File: src/rtl/day_night_schedule_panel_controller_macros.svh
// ----------------------------------------------------------------------------
// Assertion macros for the day/night schedule panel controller
// Shared helpers; each expects clk_i and rst_ni in scope.
// ----------------------------------------------------------------------------
`ifndef DAY_NIGHT_SCHEDULE_PANEL_CONTROLLER_MACROS_SVH
`define DAY_NIGHT_SCHEDULE_PANEL_CONTROLLER_MACROS_SVH

// Condition must hold at every edge outside reset
`define DNSP_ASSERT_ALWAYS(lbl, cond, msg) \
  lbl: assert property (@(posedge clk_i) disable iff (!rst_ni) (cond)) \
    else $error(msg);

// Consequent must hold in the cycle after the antecedent
`define DNSP_ASSERT_NEXT(lbl, ante, cons, msg) \
  lbl: assert property (@(posedge clk_i) disable iff (!rst_ni) (ante) |=> (cons)) \
    else $error(msg);

`endif

File: src/rtl/dnsp_pkg.sv
// ----------------------------------------------------------------------------
// dnsp_pkg
// Types, codes and helpers shared by the schedule panel controller.
// ----------------------------------------------------------------------------
`default_nettype none

package dnsp_pkg;

  // Request types
  localparam logic [1:0] REQ_POLL    = 2'd0;
  localparam logic [1:0] REQ_BUTTON  = 2'd1;
  localparam logic [1:0] REQ_TIMEOUT = 2'd2;

  // Button codes
  localparam logic [2:0] BTN_SELECT = 3'd0;
  localparam logic [2:0] BTN_RIGHT  = 3'd1;
  localparam logic [2:0] BTN_LEFT   = 3'd2;
  localparam logic [2:0] BTN_UP     = 3'd3;
  localparam logic [2:0] BTN_DOWN   = 3'd4;

  // Heat modes
  localparam logic [1:0] MODE_OFF   = 2'd0;
  localparam logic [1:0] MODE_DAY   = 2'd1;
  localparam logic [1:0] MODE_NIGHT = 2'd2;

  // Edit fields
  localparam logic [2:0] FIELD_VIEW      = 3'd0;
  localparam logic [2:0] FIELD_CLK_HOUR  = 3'd1;
  localparam logic [2:0] FIELD_CLK_MIN   = 3'd2;
  localparam logic [2:0] FIELD_WEEKDAY   = 3'd3;
  localparam logic [2:0] FIELD_BEGIN_HR  = 3'd4;
  localparam logic [2:0] FIELD_BEGIN_MIN = 3'd5;
  localparam logic [2:0] FIELD_END_HR    = 3'd6;
  localparam logic [2:0] FIELD_END_MIN   = 3'd7;

  // Limits and reset values
  localparam logic [4:0]  HOUR_MAX         = 5'd23;
  localparam logic [5:0]  MINUTE_MAX       = 6'd59;
  localparam logic [2:0]  WEEKDAY_MAX      = 3'd6;
  localparam logic [15:0] LONG_PRESS_RESET = 16'd3000;
  localparam logic [4:0]  BEGIN_HOUR_RESET = 5'd6;
  localparam logic [5:0]  BEGIN_MIN_RESET  = 6'd0;
  localparam logic [4:0]  END_HOUR_RESET   = 5'd22;
  localparam logic [5:0]  END_MIN_RESET    = 6'd0;

  // Queue sizes
  localparam int CmdQDepth = 2;
  localparam int CmdQPtrW  = $clog2(CmdQDepth);
  localparam int CmdQCntW  = $clog2(CmdQDepth + 1);
  localparam int ResQDepth = 2;
  localparam int ResQPtrW  = $clog2(ResQDepth);
  localparam int ResQCntW  = $clog2(ResQDepth + 1);

  // Decoded operation handed from front to back
  typedef enum logic [2:0] {
    OP_NOP,
    OP_TIMEOUT,
    OP_CLASSIFY,
    OP_SELECT,
    OP_RIGHT,
    OP_LEFT,
    OP_UP,
    OP_DOWN
  } op_e;

  typedef struct packed {
    op_e        op;
    logic       long_press;
    logic [4:0] now_hour;
    logic [5:0] now_minute;
    logic [2:0] now_weekday;
  } cmd_t;

  typedef struct packed {
    logic [1:0] heat_mode;
    logic       mode_changed;
    logic [2:0] edit_field;
    logic       clock_write;
    logic [4:0] clock_hour;
    logic [5:0] clock_minute;
    logic [2:0] clock_weekday;
    logic       schedule_write;
    logic [4:0] begin_hour;
    logic [5:0] begin_minute;
    logic [4:0] end_hour;
    logic [5:0] end_minute;
  } res_t;

  // Step a value by one, clamped to 0..top
  function automatic logic [5:0] sat_step(logic [5:0] v, logic up, logic [5:0] top);
    logic [5:0] dec;
    dec = v - 6'd1;
    if (up) begin
      sat_step = (v >= top) ? top : v + 6'd1;
    end else if (v == 6'd0) begin
      sat_step = 6'd0;
    end else begin
      sat_step = (dec > top) ? top : dec;
    end
  endfunction

endpackage

`default_nettype wire

File: src/rtl/dnsp_front.sv
// ----------------------------------------------------------------------------
// dnsp_front
// Holds the long-press threshold and decodes each input beat into a command.
// ----------------------------------------------------------------------------
`default_nettype none

module dnsp_front (
  input  wire logic          clk_i,
  input  wire logic          rst_ni,
  input  wire logic          cfg_we_i,
  input  wire logic [15:0]   cfg_wdata_i,
  input  wire logic [1:0]    req_type_i,
  input  wire logic [2:0]    button_i,
  input  wire logic          pressed_i,
  input  wire logic [15:0]   press_duration_ms_i,
  input  wire logic [4:0]    now_hour_i,
  input  wire logic [5:0]    now_minute_i,
  input  wire logic [2:0]    now_weekday_i,
  output dnsp_pkg::cmd_t     cmd_o
);
  import dnsp_pkg::*;

  logic [15:0] long_press_q;
  op_e         op;

  // Hold the long-press threshold
  always_ff @(posedge clk_i or negedge rst_ni) begin
    if (!rst_ni) begin
      long_press_q <= LONG_PRESS_RESET;
    end else if (cfg_we_i) begin
      long_press_q <= cfg_wdata_i;
    end
  end

  // Classify the request; presses and idle buttons only refresh the mode
  always_comb begin
    op = OP_NOP;
    case (req_type_i)
      REQ_POLL: op = OP_CLASSIFY;
      REQ_BUTTON: begin
        if (pressed_i) begin
          op = OP_CLASSIFY;
        end else begin
          case (button_i)
            BTN_SELECT: op = OP_SELECT;
            BTN_RIGHT:  op = OP_RIGHT;
            BTN_LEFT:   op = OP_LEFT;
            BTN_UP:     op = OP_UP;
            BTN_DOWN:   op = OP_DOWN;
            default:    op = OP_CLASSIFY;
          endcase
        end
      end
      REQ_TIMEOUT: op = OP_TIMEOUT;
      default:     op = OP_NOP;
    endcase
  end

  assign cmd_o.op          = op;
  assign cmd_o.long_press  = (press_duration_ms_i >= long_press_q);
  assign cmd_o.now_hour    = now_hour_i;
  assign cmd_o.now_minute  = now_minute_i;
  assign cmd_o.now_weekday = now_weekday_i;

endmodule

`default_nettype wire

File: src/rtl/dnsp_cmd_q.sv
// ----------------------------------------------------------------------------
// dnsp_cmd_q
// Short command queue between the decode front and the execute back.
// ----------------------------------------------------------------------------
`default_nettype none

module dnsp_cmd_q (
  input  wire logic           clk_i,
  input  wire logic           rst_ni,
  input  wire logic           push_i,
  input  wire dnsp_pkg::cmd_t data_i,
  output logic                full_o,
  output logic                valid_o,
  input  wire logic           pop_i,
  output dnsp_pkg::cmd_t      data_o
);
  import dnsp_pkg::*;

  cmd_t                mem_q [CmdQDepth];
  logic [CmdQPtrW-1:0] wr_ptr_q, wr_ptr_d;
  logic [CmdQPtrW-1:0] rd_ptr_q, rd_ptr_d;
  logic [CmdQCntW-1:0] cnt_q, cnt_d;
  logic                do_push, do_pop;

  assign full_o  = (cnt_q == CmdQCntW'(CmdQDepth));
  assign valid_o = (cnt_q != '0);
  assign data_o  = mem_q[rd_ptr_q];
  assign do_push = push_i && !full_o;
  assign do_pop  = pop_i && valid_o;

  // Advance pointers and count
  always_comb begin
    wr_ptr_d = wr_ptr_q;
    rd_ptr_d = rd_ptr_q;
    cnt_d    = cnt_q;
    if (do_push) begin
      wr_ptr_d = (wr_ptr_q == CmdQPtrW'(CmdQDepth - 1)) ? '0 : wr_ptr_q + CmdQPtrW'(1);
    end
    if (do_pop) begin
      rd_ptr_d = (rd_ptr_q == CmdQPtrW'(CmdQDepth - 1)) ? '0 : rd_ptr_q + CmdQPtrW'(1);
    end
    if (do_push && !do_pop) begin
      cnt_d = cnt_q + CmdQCntW'(1);
    end else if (do_pop && !do_push) begin
      cnt_d = cnt_q - CmdQCntW'(1);
    end
  end

  always_ff @(posedge clk_i or negedge rst_ni) begin
    if (!rst_ni) begin
      wr_ptr_q <= '0;
      rd_ptr_q <= '0;
      cnt_q    <= '0;
    end else begin
      wr_ptr_q <= wr_ptr_d;
      rd_ptr_q <= rd_ptr_d;
      cnt_q    <= cnt_d;
    end
  end

  // Store the incoming beat
  always_ff @(posedge clk_i) begin
    if (do_push) begin
      mem_q[wr_ptr_q] <= data_i;
    end
  end

endmodule

`default_nettype wire

File: src/rtl/dnsp_back.sv
// ----------------------------------------------------------------------------
// dnsp_back
// Executes commands against the mode, editor and schedule state and queues
// one result beat per command.
// ----------------------------------------------------------------------------
`default_nettype none

`include "day_night_schedule_panel_controller_macros.svh"

module dnsp_back (
  input  wire logic           clk_i,
  input  wire logic           rst_ni,
  input  wire logic           cmd_valid_i,
  input  wire dnsp_pkg::cmd_t cmd_i,
  output logic                cmd_pop_o,
  output logic                empty_o,
  input  wire logic           pop_i,
  output dnsp_pkg::res_t      res_o
);
  import dnsp_pkg::*;

  logic [1:0] mode_q, mode_d;
  logic [2:0] field_q, field_d;
  logic [4:0] bh_q, bh_d;
  logic [5:0] bm_q, bm_d;
  logic [4:0] eh_q, eh_d;
  logic [5:0] em_q, em_d;

  logic       night, up, changed, cw, sw;
  logic [1:0] nmode;
  logic [4:0] ch;
  logic [5:0] cm;
  logic [2:0] cd, wday_step;
  logic [5:0] nh_step, nm_step, bh_step, bm_step, eh_step, em_step;
  res_t       res;

  res_t                res_mem_q [ResQDepth];
  logic [ResQPtrW-1:0] wr_ptr_q, rd_ptr_q;
  logic [ResQCntW-1:0] cnt_q, cnt_d;
  logic                res_pop, res_full;

  // Take a command when the result queue has room or frees a slot now
  assign empty_o   = (cnt_q == '0);
  assign res_full  = (cnt_q == ResQCntW'(ResQDepth));
  assign res_pop   = pop_i && !empty_o;
  assign cmd_pop_o = cmd_valid_i && (!res_full || res_pop);
  assign res_o     = res_mem_q[rd_ptr_q];

  // Classify the current time against the day window
  assign night = (cmd_i.now_hour < bh_q) || (cmd_i.now_hour > eh_q) ||
                 ((cmd_i.now_hour == bh_q) && (cmd_i.now_minute < bm_q)) ||
                 ((cmd_i.now_hour == eh_q) && (cmd_i.now_minute > em_q));
  assign nmode = night ? MODE_NIGHT : MODE_DAY;
  assign up    = (cmd_i.op == OP_UP);

  // Candidate step values for every editable field
  assign nh_step = sat_step({1'b0, cmd_i.now_hour}, up, {1'b0, HOUR_MAX});
  assign nm_step = sat_step(cmd_i.now_minute, up, MINUTE_MAX);
  assign bh_step = sat_step({1'b0, bh_q}, up, {1'b0, HOUR_MAX});
  assign bm_step = sat_step(bm_q, up, MINUTE_MAX);
  assign eh_step = sat_step({1'b0, eh_q}, up, {1'b0, HOUR_MAX});
  assign em_step = sat_step(em_q, up, MINUTE_MAX);
  assign wday_step = up ?
      ((cmd_i.now_weekday >= WEEKDAY_MAX) ? 3'd0 : cmd_i.now_weekday + 3'd1) :
      ((cmd_i.now_weekday == 3'd0) ? WEEKDAY_MAX : cmd_i.now_weekday - 3'd1);

  // Work the mode and edit state machine
  always_comb begin
    mode_d  = mode_q;
    field_d = field_q;
    bh_d    = bh_q;
    bm_d    = bm_q;
    eh_d    = eh_q;
    em_d    = em_q;
    changed = 1'b0;
    cw      = 1'b0;
    sw      = 1'b0;
    ch      = '0;
    cm      = '0;
    cd      = '0;
    if (cmd_pop_o) begin
      case (cmd_i.op)
        OP_NOP: begin
          mode_d = mode_q;
        end
        OP_TIMEOUT: begin
          field_d = FIELD_VIEW;
        end
        default: begin
          if (nmode != mode_q) begin
            mode_d  = nmode;
            changed = 1'b1;
          end
          case (cmd_i.op)
            OP_SELECT: begin
              if (cmd_i.long_press && (field_q == FIELD_VIEW)) begin
                field_d = FIELD_CLK_HOUR;
              end else if (field_q != FIELD_VIEW) begin
                field_d = FIELD_VIEW;
              end
            end
            OP_RIGHT: begin
              if (field_q != FIELD_VIEW) begin
                field_d = (field_q == FIELD_END_MIN) ? FIELD_CLK_HOUR : field_q + 3'd1;
              end
            end
            OP_LEFT: begin
              if (field_q != FIELD_VIEW) begin
                field_d = (field_q == FIELD_CLK_HOUR) ? FIELD_END_MIN : field_q - 3'd1;
              end
            end
            OP_UP, OP_DOWN: begin
              if (field_q inside {FIELD_CLK_HOUR, FIELD_CLK_MIN, FIELD_WEEKDAY}) begin
                cw = 1'b1;
                ch = cmd_i.now_hour;
                cm = cmd_i.now_minute;
                cd = cmd_i.now_weekday;
                case (field_q)
                  FIELD_CLK_HOUR: ch = nh_step[4:0];
                  FIELD_CLK_MIN:  cm = nm_step;
                  default:        cd = wday_step;
                endcase
              end else if (field_q != FIELD_VIEW) begin
                sw = 1'b1;
                case (field_q)
                  FIELD_BEGIN_HR:  bh_d = bh_step[4:0];
                  FIELD_BEGIN_MIN: bm_d = bm_step;
                  FIELD_END_HR:    eh_d = eh_step[4:0];
                  default:         em_d = em_step;
                endcase
              end
            end
            default: begin
              field_d = field_q;
            end
          endcase
        end
      endcase
    end
  end

  // Assemble the result beat from the updated state
  always_comb begin
    res.heat_mode      = mode_d;
    res.mode_changed   = changed;
    res.edit_field     = field_d;
    res.clock_write    = cw;
    res.clock_hour     = ch;
    res.clock_minute   = cm;
    res.clock_weekday  = cd;
    res.schedule_write = sw;
    res.begin_hour     = bh_d;
    res.begin_minute   = bm_d;
    res.end_hour       = eh_d;
    res.end_minute     = em_d;
  end

  // Hold the controller state
  always_ff @(posedge clk_i or negedge rst_ni) begin
    if (!rst_ni) begin
      mode_q  <= MODE_OFF;
      field_q <= FIELD_VIEW;
      bh_q    <= BEGIN_HOUR_RESET;
      bm_q    <= BEGIN_MIN_RESET;
      eh_q    <= END_HOUR_RESET;
      em_q    <= END_MIN_RESET;
    end else begin
      mode_q  <= mode_d;
      field_q <= field_d;
      bh_q    <= bh_d;
      bm_q    <= bm_d;
      eh_q    <= eh_d;
      em_q    <= em_d;
    end
  end

  // Count queued result beats
  always_comb begin
    cnt_d = cnt_q;
    if (cmd_pop_o && !res_pop) begin
      cnt_d = cnt_q + ResQCntW'(1);
    end else if (res_pop && !cmd_pop_o) begin
      cnt_d = cnt_q - ResQCntW'(1);
    end
  end

  always_ff @(posedge clk_i or negedge rst_ni) begin
    if (!rst_ni) begin
      wr_ptr_q <= '0;
      rd_ptr_q <= '0;
      cnt_q    <= '0;
    end else begin
      cnt_q <= cnt_d;
      if (cmd_pop_o) begin
        wr_ptr_q <= (wr_ptr_q == ResQPtrW'(ResQDepth - 1)) ? '0 : wr_ptr_q + ResQPtrW'(1);
      end
      if (res_pop) begin
        rd_ptr_q <= (rd_ptr_q == ResQPtrW'(ResQDepth - 1)) ? '0 : rd_ptr_q + ResQPtrW'(1);
      end
    end
  end

  // Store the result beat
  always_ff @(posedge clk_i) begin
    if (cmd_pop_o) begin
      res_mem_q[wr_ptr_q] <= res;
    end
  end

  // Checks
  `DNSP_ASSERT_NEXT(a_mode_set_after_classify,
    cmd_pop_o && (cmd_i.op != OP_NOP) && (cmd_i.op != OP_TIMEOUT),
    (mode_q == MODE_DAY) || (mode_q == MODE_NIGHT), "mode not set after classify")
  `DNSP_ASSERT_NEXT(a_timeout_to_view, cmd_pop_o && (cmd_i.op == OP_TIMEOUT),
    field_q == FIELD_VIEW, "timeout did not return to view")
  `DNSP_ASSERT_NEXT(a_view_left_by_select_only,
    cmd_pop_o && (field_q == FIELD_VIEW) && (cmd_i.op != OP_SELECT),
    field_q == FIELD_VIEW, "view left without select")
  `DNSP_ASSERT_ALWAYS(a_schedule_in_range,
    (bh_q <= HOUR_MAX) && (eh_q <= HOUR_MAX) && (bm_q <= MINUTE_MAX) && (em_q <= MINUTE_MAX),
    "schedule out of range")

endmodule

`default_nettype wire

File: src/rtl/day_night_schedule_panel_controller.sv
// ----------------------------------------------------------------------------
// Day/night schedule panel controller
// Heating day/night switch with a five-button editing panel.
// ----------------------------------------------------------------------------
//  channel   direction  handshake              payload
//  request   in         push / full            req_type .. now_weekday
//  result    out        pop / empty            heat_mode .. end_minute_out
//  config    in         cfg_we_i (no wait)     cfg_wdata_i = long_press_ms
//
//  One request beat per cycle is sustained while results are popped. A taken
//  request is registered in the command queue; the back stage runs it once
//  the result queue has room and queues its result beat for the result ports.
//  Both queues hold two beats, so a stalled result side raises full after
//  four beats. Reset clears the queues, mode (off), edit field (view),
//  the day window (06:00 to 22:00) and the long-press threshold (3000 ms).
// ----------------------------------------------------------------------------
`default_nettype none

module day_night_schedule_panel_controller (
  input  wire logic        clk_i,
  input  wire logic        rst_ni,
  input  wire logic        cfg_we_i,
  input  wire logic [15:0] cfg_wdata_i,
  input  wire logic        push,
  output logic             full,
  input  wire logic [1:0]  req_type_i,
  input  wire logic [2:0]  button_i,
  input  wire logic        pressed_i,
  input  wire logic [15:0] press_duration_ms_i,
  input  wire logic [4:0]  now_hour_i,
  input  wire logic [5:0]  now_minute_i,
  input  wire logic [2:0]  now_weekday_i,
  output logic             empty,
  input  wire logic        pop,
  output logic [1:0]       heat_mode_o,
  output logic             mode_changed_o,
  output logic [2:0]       edit_field_o,
  output logic             clock_write_o,
  output logic [4:0]       clock_hour_o,
  output logic [5:0]       clock_minute_o,
  output logic [2:0]       clock_weekday_o,
  output logic             schedule_write_o,
  output logic [4:0]       begin_hour_out_o,
  output logic [5:0]       begin_minute_out_o,
  output logic [4:0]       end_hour_out_o,
  output logic [5:0]       end_minute_out_o
);
  import dnsp_pkg::*;

  cmd_t front_cmd, q_cmd;
  res_t res;
  logic q_valid, q_pop;

  dnsp_front u_front (
    .clk_i,
    .rst_ni,
    .cfg_we_i,
    .cfg_wdata_i,
    .req_type_i,
    .button_i,
    .pressed_i,
    .press_duration_ms_i,
    .now_hour_i,
    .now_minute_i,
    .now_weekday_i,
    .cmd_o (front_cmd)
  );

  dnsp_cmd_q u_cmd_q (
    .clk_i,
    .rst_ni,
    .push_i  (push),
    .data_i  (front_cmd),
    .full_o  (full),
    .valid_o (q_valid),
    .pop_i   (q_pop),
    .data_o  (q_cmd)
  );

  dnsp_back u_back (
    .clk_i,
    .rst_ni,
    .cmd_valid_i (q_valid),
    .cmd_i       (q_cmd),
    .cmd_pop_o   (q_pop),
    .empty_o     (empty),
    .pop_i       (pop),
    .res_o       (res)
  );

  // Unpack the result beat
  assign heat_mode_o        = res.heat_mode;
  assign mode_changed_o     = res.mode_changed;
  assign edit_field_o       = res.edit_field;
  assign clock_write_o      = res.clock_write;
  assign clock_hour_o       = res.clock_hour;
  assign clock_minute_o     = res.clock_minute;
  assign clock_weekday_o    = res.clock_weekday;
  assign schedule_write_o   = res.schedule_write;
  assign begin_hour_out_o   = res.begin_hour;
  assign begin_minute_out_o = res.begin_minute;
  assign end_hour_out_o     = res.end_hour;
  assign end_minute_out_o   = res.end_minute;

endmodule

`default_nettype wire
File: config.mk
export PLATFORM = sky130hd
export DESIGN_NAME = day_night_schedule_panel_controller
export DESIGN_NICKNAME = d
export VERILOG_FILES = /design/src/rtl/dnsp_pkg.sv /design/src/rtl/dnsp_front.sv /design/src/rtl/dnsp_cmd_q.sv /design/src/rtl/dnsp_back.sv /design/src/rtl/day_night_schedule_panel_controller.sv
export VERILOG_INCLUDE_DIRS = /design/src /design/src/rtl
export SDC_FILE = /design/constraint.sdc
export NUM_CORES = 1
export LEC_CHECK = 0
export ABC_AREA = 1
export BUFFER_PORTS_ARGS = -buffer_cell sky130_fd_sc_hd__buf_2
export CAP_MARGIN = 40
export CORE_UTILIZATION = 50
export CTS_CLUSTER_SIZE = 10
export DETAILED_ROUTE_END_ITERATION = 16
export PLACE_DENSITY = 0.67
export SYNTH_ARGS = -nofsm -noshare
export SYNTH_HDL_FRONTEND = slang
export SYNTH_SLANG_ARGS = --single-unit
File: constraint.sdc
create_clock -name clk_i -period 8.2 [get_ports clk_i]
set_input_delay 1.64 -clock clk_i [delete_from_list [all_inputs] [get_ports clk_i]]
set_output_delay 1.64 -clock clk_i [all_outputs]
set_load 0.02 [all_outputs]
## After elaboration in Yosys (flattened, before gate mapping)

Memories as Yosys holds them, arrays and structs flattened.
Index checks and enable logic that the tools add are counted.

- Add/sub/neg operators: 24
- Order comparisons: 18
- Equality and inequality tests: 24
- Muxes and demuxes: 106
- Reductions and logical operators: 43

Operators by type and width:

| operator | number |
|---|---|
| two-way mux 6 bit | 29 |
| two-way mux 5 bit | 29 |
| two-way mux 3 bit | 16 |
| equality test 3 bit, second input constant | 9 |
| two-way mux 1 bit | 20 |
| adder 6 x 1 -> 6 bit, second input constant | 3 |
| greater-or-equal comparator 6 bit, second input constant | 3 |
| greater-than comparator 6 x 5 -> 1 bit, second input constant | 3 |
| greater-than comparator 6 bit, second input constant | 3 |
| zero test 6 bit | 3 |
| one-hot mux 3 bit (3 select lines) | 2 |
| subtractor 5 x 1 -> 6 bit, second input constant | 3 |
| subtractor 6 x 1 -> 6 bit, second input constant | 3 |
| greater-or-equal comparator 16 bit | 1 |
| two-way mux 2 bit | 8 |
| adder 5 x 1 -> 5 bit, second input constant | 3 |
| equality test 3 x 2 -> 1 bit, second input constant | 5 |
| greater-or-equal comparator 5 bit, second input constant | 3 |
| zero test 5 bit | 3 |
| one-hot mux 3 bit (5 select lines) | 1 |
| zero test 3 bit | 4 |
| logical AND 1 bit | 11 |
| equality test 5 bit | 2 |
| equality test 3 x 1 -> 1 bit, second input constant | 3 |
| 21 further kinds | 45 |

- Register bits: 51
- Bits in writable memories: 124
- Bits of input ports: 57
- Output and inout port bits: 46
- Word-level logic and storage cells: 230
- Memories kept: 2

Memory list:

| memory | words | width | rd ports | clocked after memory_dff | write ports | RTL line | source |
|---|---|---|---|---|---|---|---|
| u_back.res_mem_q | 2 | 44 | 1 | 0 | 1 | dnsp_back.sv:37 | `res_t res_mem_q [ResQDepth];` |
| u_cmd_q.mem_q | 2 | 18 | 1 | 0 | 1 | dnsp_cmd_q.sv:19 | `cmd_t mem_q [CmdQDepth];` |

## Longest topological paths before layout

Gate-level depths: netlist (run 1).

- Depth after elaboration: 11
- Mapped depth: 17

## Cells and area by module

Synthesis (run 1) repeated with hierarchy kept, for this count alone.

- Cells, all modules: 1112
- Area total of the unflattened synthesis: 9828.2 um^2

Modules (own cells, without submodules):

| module | times used | cells an instance | area an instance (um^2) |
|---|---|---|---|
| dnsp_back | 1 | 836 | 7101.8 |
| dnsp_cmd_q | 1 | 125 | 1552.7 |
| dnsp_front | 1 | 151 | 1173.6 |

## Least setup slack after synthesis (run 1)

Ideal clock, no wire load.

- Path kind: input to register
- From: input port pop
- To: memory u_back.res_mem_q[1][0] (netlist bit), enable pin
- Setup time: 0.447 ns
- Arrival time: 3.831 ns
- Path slack: 3.922 ns
- Stages on the path: 4
- Path through: o21ai_1 nand3_1 o21ai_2 nor2_1

- Longest elaborated chain between the ends: 5

Ends and longest elaborated chain:

| what | RTL line | source |
|---|---|---|
| start: declaration | day_night_schedule_panel_controller.sv:34 | `input wire logic pop,` |
| logical AND 1 bit | dnsp_back.sv:45 | `assign res_pop = pop_i && !empty_o;` |
| logical OR 1 bit | dnsp_back.sv:46 | `assign cmd_pop_o = cmd_valid_i && (!res_full \|\| res_pop);` |
| logical AND 1 bit | dnsp_back.sv:46 |  |
| two-way mux 1 bit | dnsp_back.sv:205 | `if (cmd_pop_o) begin` |
| two-way mux 1 bit (not written as such) | dnsp_back.sv:206 | `res_mem_q[wr_ptr_q] <= res;` |
| end: declaration | dnsp_back.sv:37 |  |

Every way passes these cells.

## Final worst setup path (run 1)

- From: register u_back.rd_ptr_q
- To: output port clock_hour_o[0]

- Longest elaborated chain between the ends: 1

Ends and longest elaborated chain:

| what | RTL line | source |
|---|---|---|
| start: declaration | dnsp_back.sv:38 | `logic [ResQPtrW-1:0] wr_ptr_q, rd_ptr_q;` |
| start signal: assignment | dnsp_back.sv:198 | `rd_ptr_q <= (rd_ptr_q == ResQPtrW'(ResQDepth - 1)) ? '0 : rd_ptr_q + ResQPtrW'(1);` |
| memory read (2 x 44 bit) | -- |  |
| end: declaration | day_night_schedule_panel_controller.sv:39 | `output logic [4:0] clock_hour_o,` |

Every way passes these cells.

==> results of run 1 <==
==> power groups by stage <==
| stage | Combinational [mW] | Sequential, mW | Clock, mW |
|---|---|---|---|
| finish | 2.20 | 1.54 | 0.859 |
| global route | 2.50 | 1.58 | 0.906 |
| CTS | 2.21 | 1.55 | 0.872 |
| detailed placement | 2.20 | 1.56 | 0 |
| global placement | 2.17 | 1.56 | 0 |
| floorplan | 1.64 | 1.51 | 0 |
==> tightest hold or removal path: cells and delay by family (launching register included) <==
| kind | cells | cell delay, ns |
|---|---|---|
| buffers and inverters | 1 | 0.06 |
| AOI/OAI and AO/OA | 1 | 0.07 |
| DFF | 1 | 0.36 |
==> cell usage in the layout (no fill, tap or decap), drive strengths merged, types with 2 or more instances in the layout <==
cell    synthesis  final
nor3           18     18
dfstp          12     12
o21a            3      3
nand2         316    316
nor3b           2      2
buf            11    109
a31oi           9      9
bufinv          0      3
clkinv          1      4
o21bai          2      2
o211ai          4      4
nand3          45     45
o221ai          3      3
nor2           75     75
a211oi          3      3
xnor2           9      9
ha             67     67
xor2           18     18
dfrtp          39     39
edfxtp        124    124
o21ai          76     76
or2             3      3
clkbuf         13     18
nand4          13     13
o31ai           5      5
inv           114    121
a22oi           8      8
a21oi          59     59
==> sequential cells by signal, summed over array words and instances, names as in the netlist, 2 cells and up <==
name                  flops
u_front.long_press_q     16
u_back.bh_q               5
u_back.em_q               6
u_back.res_mem_q         88
u_cmd_q.mem_q            36
u_back.bm_q               6
u_back.mode_q             2
u_back.cnt_q              2
u_back.eh_q               5
u_cmd_q.cnt_q             2
u_back.field_q            3
==> how the worst max path moves through the flow <==
stage | startpoint | to | slack (ns) | cells after the start
finish | u_back.rd_ptr_q | clock_hour_o[0] | 4.42 | 5
global placement | pop | u_back.res_mem_q[0][19] | 4.70 | 9
global route | u_back.rd_ptr_q | clock_write_o | 4.23 | 5
detailed placement | pop | u_back.res_mem_q[1][9] | 4.70 | 11
floorplan | pop | u_back.res_mem_q[1][0] | 3.92 | 4
CTS | u_back.rd_ptr_q | heat_mode_o[0] | 4.38 | 5
==> area by class of cell <==
type / instances / area (um2) / area share [%]
clock buffers: 18 / 429 / 3.87
clock inverters: 14 / 198 / 1.78
inverters: 115 / 434 / 3.91
multi-input cells: 746 / 4130 / 37.2
flip-flops and latches: 175 / 5010 / 45.2
well taps: 260 / 325 / 2.93
repair buffers: 109 / 563 / 5.08
==> logic make-up after synthesis <==
family / synth area share, %
AO/OA/AOI/OAI: 10.5
AND/OR/NAND/NOR: 20.8
XOR/XNOR: 2.44
multiplexers: 0.116
flip-flops: 51.8
adder cells (fa/ha/maj): 8.66
buffers and inverters: 5.72
==> metrics by stage <==
step | total power [mW] | utilization, % | area [um2]
after floorplan | 3.14 | - | 9680
after global placement | 3.73 | 55.6 | 10500
after detailed placement | 3.76 | 55.6 | 10500
after CTS | 4.63 | 58.9 | 11100
after global routing | 4.98 | 58.9 | 11100
final | 4.61 | 58.9 | 11100
==> per-layer routing <==
metal  vias up  routed length, um  share of wire [%]  track usage [%]
met1      3443               9930                 48             30.2
met3        28                903                4.4             3.60
met5         -                  0                  0                0
met4         0                403                1.9             7.89
li1       3773                  -                  -                -
met2       200               9500                 46             36.0
==> impl_metrics.ini, run 1 <==
[logic_synthesis]
yosysTopAreaCell = edfxtp_1
netlist_area_um2 = 9680
yosysMostFrequentCell = nand2_1
synth_warnings = 0
synth_cell_type_count = 51
synthTopCellsByCount = nand2_1, edfxtp_1, inv_1
async_flop_share_pct = 29.1
synth-seq-area-share_pct = 51.8
ys_seq_elements = 175
syn_nets = 1184
netlist_instances = 1060
syn_avg_cell_area_um2 = 9.13
synth_top_area_share_pct = 38.5
synth_edf_count = 124
ys.flop_type = edfxtp_1
synthTopCellsByArea = edfxtp_1, nand2_1, dfrtp_1

[sta]
finalMaxSlewViolations = 0
layout_setup_ws_ns = 4.42
hold_ws_ns = 0.487
fmax_mhz = 265
skew_ns = 0.00907
worst_pin_slew_ns = 0.777
period_share_pct = 46.1
finalSetupViolations = 0
rsz0062_at_grt = false
tns_ns = 0
slew_headroom_pct = 48.1
hold_viol_final = 0
min_period_ns = 3.78

[worst_setup_path]
path_max_fanout = 45
cp.required_ns = 6.56
worst_path_most_repeated_cell = nand2_1
path_delay_family = buffers and inverters
regToRegSetupSlack_ns = 4.87
critPathKind = reg2out
r2r-start = u_cmd_q.rd_ptr_q
cp-end-kind = primary output
critical-path-max-stage-delay_ns = 0.64
start_kind = register
critPathBufInv = 3
crit_slowest_cell = inv_2
crit_chain = buf_4 > inv_2 > nand2_1 > nand2_1 > buf_2
arrival_ns = 2.14
rr_worst_depth = 11
r2r_end = u_back.res_mem_q[0][43]

[drt]
dr.pass1.iters = 5
drtIter0Drc = 579
drc = 0
vias = 7444
wl_um = 20700
antenna_left = 0
wl_per_cell_um = 14.4
viasPerCell = 5.18

[clock_network]
cts_sinks = 175
post-cts-setup-buffer-count = 0
cts_buffers = 17
cts.htree.levels = 4
insertion_delay_ns = 0.43
cts_resized = 0
cts_tree = built
path_clk_slew_ns = 0.07
root_buffer = clkbuf_16
clockBufferDepth = 2
cts_hold_buf = 0

[layout]
nFillCells = 1614
fin_cells = 1437
diodes = 0
drive_gt1_share_pct = 16.6
syn_to_final_growth_pct = 14.6
nets = 1288

[flow_run]
drv_cap = 0

[run_status]
status = completed

[placed_design]
dpl.cell_count = 1405
dpl_worst_slack_ns = 4.70
port_buffers = 102
gp_congestion = 0.885
place_hpwl_um = 14600

[die]
start_util_pct = 51.4
std_cell_rows = 50
ios = 103
die_w_um = 141
coreArea_um2 = 18800
die_area_um2 = 19900
fp.dieH_um = 141

[grt]
overflow = 0
grt_max_degree = 52
track_usage_pct = 22.2
first_global_vias = 7001
antenna_found_initial = 0
grt_pass1_wl_um = 34400

[power]
swShare_pct = 44.5
p_int_mw = 2.55
leakage_nw = 5.08
p_switching_mw = 2.05
p_clk_share_pct = 18.7
comb_power_share_pct = 47.8
seq_power_share_pct = 33.5
powerDensity_nw_per_um2 = 415
max-vdd-ir-drop_uv = 198

[hold_path]
hold-path-cell-count = 2
hold_end = u_front.long_press_q[11]
min_from = u_front.long_press_q[11]
hold_path_class = reg2reg
No activity file was read; power rests on OpenSTA's default activity.
==> run 2, diff against run 1 <==
Settings changed: PLACE_DENSITY 0.67 to 0.69.
Clock period 8.2 ns to 3.1 ns, I/O delays scaled along.
==> impl_metrics.ini, run 2 (synthesis results as in run 1) <==
[run_status]
status = completed

[layout]
drive_gt1_share_pct = 17.4
nets = 1299
syn_to_final_growth_pct = 15.5
largest_register_ff_count = 88
layout_commonest_cell = nand2_1
reg_top3 = u_back.res_mem_q x88, u_cmd_q.mem_q x36, u_front.long_press_q x16
final_cell_mix = nand2_1, edfxtp_1, inv_1, buf_2
diodes = 0
nFillCells = 1636
largest_register = u_back.res_mem_q

[sta]
finalMaxSlewViolations = 0
hold_viol_final = 0
worst_pin_slew_ns = 0.685
skew_ns = 0.00920
rsz0062_at_grt = false
fmax_mhz = 357
min_period_ns = 2.80
tns_ns = 0
period_share_pct = 90.3
finalSetupViolations = 0
hold_ws_ns = 0.165
slew_headroom_pct = 54.4

[clock_network]
clockBufferDepth = 2
root_buffer = clkbuf_16
cts_buffers = 17
cts_hold_buf = 0
post-cts-setup-buffer-count = 0
cts.htree.levels = 4
path_clk_slew_ns = 0.07
cts_tree = built
insertion_delay_ns = 0.43
cts_sinks = 175
cts_resized = 0

[hold_path]
hold_path_class = in2async

[drt]
drtIter0Drc = 512
wl_um = 21200
antenna_left = 0
vias = 7462
dr.pass1.iters = 5
drc = 0
viasPerCell = 5.15
wl_per_cell_um = 14.7

[worst_setup_path]
r2r-start = u_cmd_q.rd_ptr_q
arrival_ns = 3.02
cp-end-kind = register
cp.required_ns = 3.32
start_kind = register
r2r_end = u_back.res_mem_q[0][42]
critPathKind = reg2reg
rr_worst_depth = 12
path_max_fanout = 17
regToRegSetupSlack_ns = 0.30

[grt]
track_usage_pct = 22.4
first_global_vias = 6925
grt_max_degree = 45
antenna_found_initial = 0
overflow = 0
grt_pass1_wl_um = 34400

[placed_design]
gp_congestion = 0.900
port_buffers = 102
place_hpwl_um = 14900

[power]
leakage_nw = 5.14
powerDensity_nw_per_um2 = 1100
max-vdd-ir-drop_uv = 567
total_power_mw = 12.3

[flow_run]
drv_cap = 0

[die]
fp.dieH_um = 141
coreArea_um2 = 18800
ios = 103
start_util_pct = 51.4
die_w_um = 141
std_cell_rows = 50
die_area_um2 = 19900
## run 2: worst max-delay path by stage
stage	from	to	slack, ns	cells past startpoint
detailed placement	u_cmd_q.rd_ptr_q	u_back.res_mem_q[0][42]	0.35	12
floorplan	pop	u_back.res_mem_q[1][0]	0.58	4
global route	u_cmd_q.rd_ptr_q	u_back.res_mem_q[1][42]	0.04	12
CTS	u_cmd_q.rd_ptr_q	u_back.res_mem_q[0][42]	0.33	12
global placement	u_cmd_q.rd_ptr_q	u_back.res_mem_q[0][42]	0.44	12
finish	u_cmd_q.rd_ptr_q	u_back.res_mem_q[0][42]	0.30	12
## run 2: routing by layer
| layer | GRT usage [%] | wire length, um |
|---|---|---|
| met2 | 35.2 | 9600 |
| met5 | 0 | 0 |
| met4 | 8.35 | 446 |
| met1 | 30.4 | 10000 |
| met3 | 4.96 | 1160 |
## run 2: area by class of cell
type	count	area [um2]	area share, %
repair buffers	120	658	5.89
flip-flops and latches	175	5010	44.9
multi-input cells	746	4130	36.9
inverters	115	434	3.88
clock inverters	14	179	1.60
well taps	260	325	2.91
clock buffers	18	439	3.93
## run 2: critical path: stages, from the launching register on
cell	delay, ns
dfrtp_1	0.48
inv_2	0.27
nand2_1	0.09
nand2_1	0.26
inv_1	0.20
ha_1	0.33
a21oi_1	0.13
nor2_1	0.05
nor2_1	0.08
nand3_1	0.10
nand3_1	0.09
nand4_1	0.17
o21ai_0	0.33
## run 2: per-stage QoR
stage / cell area [um2] / setup WS (ns) / utilization, % / instances
5_1_grt: 11200 / 0.0425 / 59.4 / 1448
2_1_floorplan: 9690 / 0.584 / - / 1060
3_5_place_dp: 10600 / 0.354 / 56.1 / 1416
3_3_place_gp: 10600 / 0.441 / 56.1 / 1416
4_1_cts: 11200 / 0.333 / 59.4 / 1448
6_report: 11200 / 0.301 / 59.4 / 1448
## run 2: power breakdown
part | internal (mW) | total (mW) | switching, mW | leakage [nW]
logic | 1.88 | 6.02 | 4.13 | 3.11
registers | 3.66 | 4.05 | 0.386 | 1.72
clock network | 1.30 | 2.24 | 0.936 | 0.300
